--- config.mk ---
export PLATFORM = sky130hd
export DESIGN_NAME = sd3_mul
export DESIGN_NICKNAME = d
export VERILOG_FILES = /design/src/rtl/sd3_pkg.sv /design/src/rtl/sd3_mul.sv
export SDC_FILE = /design/constraint.sdc
export NUM_CORES = 2
export LEC_CHECK = 0
export BUFFER_PORTS_ARGS = -buffer_cell sky130_fd_sc_hd__buf_2
export CAP_MARGIN = 20
export CORE_MARGIN = 2
export CORE_UTILIZATION = 55
export CTS_BUF_LIST = sky130_fd_sc_hd__clkbuf_8
export CTS_CLUSTER_DIAMETER = 30
export DETAILED_ROUTE_END_ITERATION = 7
export PLACE_DENSITY = 0.72
export SYNTH_ARGS = -nofsm -noshare
export SYNTH_HDL_FRONTEND = slang
export SYNTH_SLANG_ARGS = --single-unit
--- constraint.sdc ---
create_clock -name clk_i -period 33.7 [get_ports clk_i]
set_input_delay 6.74 -clock clk_i [delete_from_list [all_inputs] [get_ports clk_i]]
set_output_delay 6.74 -clock clk_i [all_outputs]
set_load 0.005 [all_outputs]
--- src/rtl/sd3_pkg.sv ---
// shared constants for the 3d segment distance pipeline
`default_nettype none
package sd3_pkg;

  // default coordinate width of the input endpoints
  localparam int unsigned COORD_BITS_DEF = 32;
  // fraction bits of the two closest-point parameters
  localparam int unsigned QUOT_FRAC = 32;
  // width of the distance result
  localparam int unsigned DIST_BITS = 33;
  // cycles from an accepted request to its result strobe
  localparam int unsigned PIPE_LAT = 16 + QUOT_FRAC + DIST_BITS;

endpackage
`default_nettype wire

--- src/rtl/sd3_mul.sv ---
// two-stage signed multiplier built from four half-width partial products
`default_nettype none
module sd3_mul
  import sd3_pkg::*;
#(
  parameter int unsigned W = COORD_BITS_DEF
) (
  input  logic                  clk_i,
  input  logic signed [W-1:0]   a_i,
  input  logic signed [W-1:0]   b_i,
  output logic signed [2*W-1:0] p_o
);

  localparam int unsigned H = (W + 1) / 2;
  localparam int unsigned G = W - H;

  logic [W-1:0]     a_u, b_u, mag_a, mag_b;
  logic [2*H-1:0]   ll_q;
  logic [H+G-1:0]   lh_q, hl_q;
  logic [2*G-1:0]   hh_q;
  logic             neg_q;
  logic [2*W-1:0]   sum;
  logic [2*W-1:0]   p_q;

  // magnitudes of both operands
  assign a_u   = a_i;
  assign b_u   = b_i;
  assign mag_a = a_u[W-1] ? (~a_u + W'(1)) : a_u;
  assign mag_b = b_u[W-1] ? (~b_u + W'(1)) : b_u;

  // stage one: partial products
  always_ff @(posedge clk_i) begin
    ll_q  <= mag_a[H-1:0] * mag_b[H-1:0];
    lh_q  <= mag_a[H-1:0] * mag_b[W-1:H];
    hl_q  <= mag_a[W-1:H] * mag_b[H-1:0];
    hh_q  <= mag_a[W-1:H] * mag_b[W-1:H];
    neg_q <= a_u[W-1] ^ b_u[W-1];
  end

  // stage two: combine and restore the sign
  assign sum = (2*W)'(ll_q) + ((2*W)'(lh_q) << H) + ((2*W)'(hl_q) << H)
             + ((2*W)'(hh_q) << (2*H));

  always_ff @(posedge clk_i) begin
    p_q <= neg_q ? (~sum + (2*W)'(1)) : sum;
  end

  assign p_o = p_q;

endmodule
`default_nettype wire

Word-level counts from Yosys, hierarchy flattened:

Index checks and enable logic that the tools add are counted.

* register bits after elaboration: 193
* bits of input ports: 65
* output and inout bits: 64
* logic and storage cells: 23

* $add $sub $neg: 6
* multipliers: 4
* muxes and demuxes: 3
* bitwise operators: 4

Operator list (number)
* multiplier 16 x 16 -> 32 bit: 4
* adder 32 x 1 -> 32 bit, second input constant: 2
* adder 50 x 64 -> 64 bit: 1
* adder 64 x 1 -> 64 bit, second input constant: 1
* two-way mux 32 bit: 2
* two-way mux 64 bit: 1
* NOT 32 bit: 2
* NOT 64 bit: 1
* adder 49 x 48 -> 50 bit: 1
* adder 32 x 48 -> 49 bit: 1
* XOR 1 bit: 1

Logic depth before layout (Yosys ltp):

* depth in word-level cells: 6
* mapped depth: 37

Least setup slack after synthesis:

No wires, ideal clock.

* kind: in2reg
* start: in a_i[0]
* end: reg hh_q[31]
* library setup time: 0.131 ns
* arrival time: 15.929 ns
* setup slack: 17.639 ns
* stages on the path: 34
* buffers on the path: 4
* cell sequence: clkbuf_1 > clkinv_1 > clkbuf_1 > ha_1 > or3b_2 > or2_2 > or3_1 > clkbuf_1 > o41ai_4 > nand2_1 > xor2_1 > clkbuf_1 > nand2_1 > fa_1 > fa_1 > fa_1 > fa_1 > inv_1 > fa_1 > inv_1 > fa_1 > inv_1 > ha_1 > a21o_1 > a21o_1 > a21o_1 > a21oi_1 > o21ai_0 > a221o_1 > a31oi_1 > o311ai_0 > or3_1 > a2111oi_0 > nor3_1

* cells in the longest elaborated chain, start to end: 4

Ends and longest elaborated chain
* start, declared: line sd3_mul.sv:9 `input logic signed [W-1:0] a_i,`
* NOT 32 bit: line sd3_mul.sv:28 `assign mag_a = a_u[W-1] ? (~a_u + W'(1)) : a_u;`
* adder 32 x 1 -> 32 bit: line sd3_mul.sv:28
* two-way mux 32 bit: line sd3_mul.sv:28
* multiplier 16 x 16 -> 32 bit: line sd3_mul.sv:36 `hh_q <= mag_a[W-1:H] * mag_b[W-1:H];`
* end signal, assigned: line sd3_mul.sv:36
* end, declared: line sd3_mul.sv:20 `logic [2*G-1:0] hh_q;`

No other way between the ends.

Final worst setup path:

* start: in b_i[0]
* end: reg hh_q[31]

* cells in the longest elaborated chain, start to end: 4

Ends and longest elaborated chain
* start, declared: line sd3_mul.sv:10 `input logic signed [W-1:0] b_i,`
* NOT 32 bit: line sd3_mul.sv:29 `assign mag_b = b_u[W-1] ? (~b_u + W'(1)) : b_u;`
* adder 32 x 1 -> 32 bit: line sd3_mul.sv:29
* two-way mux 32 bit: line sd3_mul.sv:29
* multiplier 16 x 16 -> 32 bit: line sd3_mul.sv:36

No other way between the ends.

==> summary.md <==
| Metric | Value |
|---|---|
| Synth area leader | fa_1 |
| Largest cells by area after synthesis | fa_1 38%, ha_1 13%, dfxtp_1 9.0% |
| Hold WC Path Type | reg -> reg |
| Worst-path maximum fanout | 19 |
| Status | finished clean |
| Final worst-path cycle share | 0.488 |
| Initial antenna violation count | 17 |
| Worst setup SP type | input pin |
| Max-cap viol count | 0 |
| Max clock buf depth | 2 |
| DIE AREA | around 80000 µm² |
| Max-slew violations | 0 |
| Fmax | 0.0608 GHz |
| Setup TNS | 0 ps |
| Initial drt markers | 3417 |
| Num CTS Buffers | 17 |
| Port Buffers | 128 |
| Vias/cell | 5.69 |
| DP Worst Slack | 16840 ps |
| Largest net degree at the start of global routing | 60 |
| Post_cts resized | 0 |
| Post-Route WL | 128000 µm |
| Via Count | 34500 |
| Final ANT Viol Nets | 0 |
| WP data arrival | 16850 ps |
| Most frequent cell after synthesis | inv_1 |
| Relative slew margins | 0.216 |
| H-tree depth | 4 |
| Final Hold Fails | 0 |
| Initial core utilization | 0.553 |
| # IOs | about 130 |
| Finish-stage setup viols | 0 |
| Clk_skew | 39.3 ps |
| YS warnings | 0 |
| Crit-path slowest cell | fa_1 |
| Critical Path Most Common Cell | fa_1 |
| Crit Path Class | in -> reg |
| Synth top area share | 0.379 |
| Avg WL per Cell | 21.1 µm |
| GRT Total Usage | 0.336 |
| Routability congestion estimate from global placement | 0.951 |
| RSZ-0062 raised after global routing | false |
| Vias in the first global route | 35600 |
| Clk sinks | 193 |
| Post-synth top cells | 939 x inv_1, 809 x fa_1, 643 x nand2_1 |
| Final WS setup | 17250 ps |
| Nets | 6320 |
| Worst EP required | 34110 ps |
| Post-route DRC | 0 |
| Fraction of layout cells with a size suffix above 1 | 0.0741 |
| Number of flops mapped to enable cells by yosys | 0 |
| Dpl cells | 6015 |
| Sequential area share after synthesis | 0.0905 |
| Setup Buffers After CTS | 0 |
| Mapped Cells | 4925 |
| Synth cell types | 101 |
| Filler cells | between 6000 and 7000 |
| Hpwl dp | 102000 µm |
| Post-place instance area | 45100 µm² |
| Clk slew on worst S/H paths | around 110 ps |
| Non-filler cells, final | 6058 |
| Layout area overhead | 6.61% |
| Synth Register Bits | 193 |
| Mapped Area | 42700 µm² |
| # rows | roughly 100 |
| Total gr overflow | 0 |
| TritonCTS clock tree | done |
| Ys async rst share | 0 |
| Core area | 77200 µm² |
| Worst-skew pair later-pin latency | 550 ps |
| Post-route cell area | approximately 46000 µm² |
| CTS Root Cell | clkbuf_8 |
| CP max stage delay | 550 ps |
| Tmin final | approximately 16000 ps |
| Synthesized area per cell | slightly below 9 µm² |
| Drt first pass iters | 6 |
| Die X | between 200 and 300 µm |
| Hold Buf Count CTS | 0 |
| Multi-input logic area | 34900 µm² |
| Measured slew at the worst slew-check pin | approximately 1200 ps |
| Top FF cell, synth | dfxtp_1 |
| CP endpoint kind | register |
| Syn Nets | 6250 |
| Die height | between 200 and 300 µm |
| Storage element area | 3860 µm² |
| First-pass GRT wire length | 202000 µm |
[logic make-up (layout without fill, tap and decap cells)]
logic type	Yosys count	after routing	synth area share
simple gates	1541	1541	0.155
fa+ha+maj	1260	1260	0.511
buf+inv	1130	1213	0.101
compound gates	492	492	0.0788
xor+xnor	303	303	0.0625
flops	193	193	0.0905
mux	6	6	0.00146
other cells	0	10	0
[routing by layer]
layer  track usage  wire length (µm)  vias to the layer above
met5             0                65                        -
met4         0.148              6740                       10
met3         0.105             16400                      394
met2         0.517             55300                     1865
met1         0.437             49500                    16900
li1              -                 -                    15300
[through the flow]
stage / util / hold WS, ps
3_5_place_dp: 0.584 / 379
5_1_grt: 0.590 / 402
6_report: 0.590 / 394
4_1_cts: 0.589 / 395
3_3_place_gp: 0.584 / 379
2_1_floorplan: - / 364
[final cells by class]
type | instances | share of cell area
Multi-Input combinational cell | 3602 | 0.767
Inverter | 941 | 0.0776
Clock inverter | 15 | 0.00374
Clock buffer | 17 | 0.00514
Tap cell | 1040 | 0.0286
Sequential cell | 193 | 0.0849
Timing Repair Buffer | 240 | 0.0327
Antenna cell | 10 | 0.000550
[sequential cells by signal (all words and copies together) (netlist names)]
name and flops:
ll_q 32, hh_q 32, p_o 64, lh_q 32, neg_q 1, hl_q 32
[critical path, delay by kind of cell]
family	cells	cell delay (ps)
compound gates	10	2770
xor+xnor	1	520
fa+ha+maj	8	3250
buf+inv	6	980
simple gates	8	2590
[path summary, 6_finish.rpt]
kind / start / endpoint / slack, ps / depth (start not counted)
max: b_i[0] / hh_q[31]$_DFF_P_ / 17250 / 33
min: ll_q[0]$_DFF_P_ / p_o[0]$_DFF_P_ / 390 / 0
max reg2reg: ll_q[17]$_DFF_P_ / p_o[52]$_DFF_P_ / 28700 / 14
min reg2reg: ll_q[0]$_DFF_P_ / p_o[0]$_DFF_P_ / 390 / 0
[cell usage in the layout (no fill, tap or decap), types with 6 or more instances in the layout]
master    instances
a211o_1           8
a211oi_1         13
a21o_1           49
a21oi_1         116
a221oi_1          6
a31oi_1          12
and2_1           20
and3_1           19
buf_2           128
buf_4           111
clkbuf_8         17
dfxtp_1         192
diode_2          10
fa_1            809
ha_1            451
inv_1           939
nand2_1         643
nand2b_1         29
nand3_1          52
nand4_1          17
nor2_1          599
nor2b_1          10
nor3_1           39
nor4_1           13
o211ai_1         13
o21a_1           36
o21ai_0          99
o21ai_1           9
o21bai_1         16
o31a_1            7
o31ai_1          29
o41ai_1          16
or2_2            10
or3_1            30
or4_1            15
xnor2_1         170
xnor2_2          21
xor2_1           91
xor2_2           15
Power is left out: the tool's default activity adds up to more than one toggle a clock period on the data nets, which glitch-free logic cannot reach.
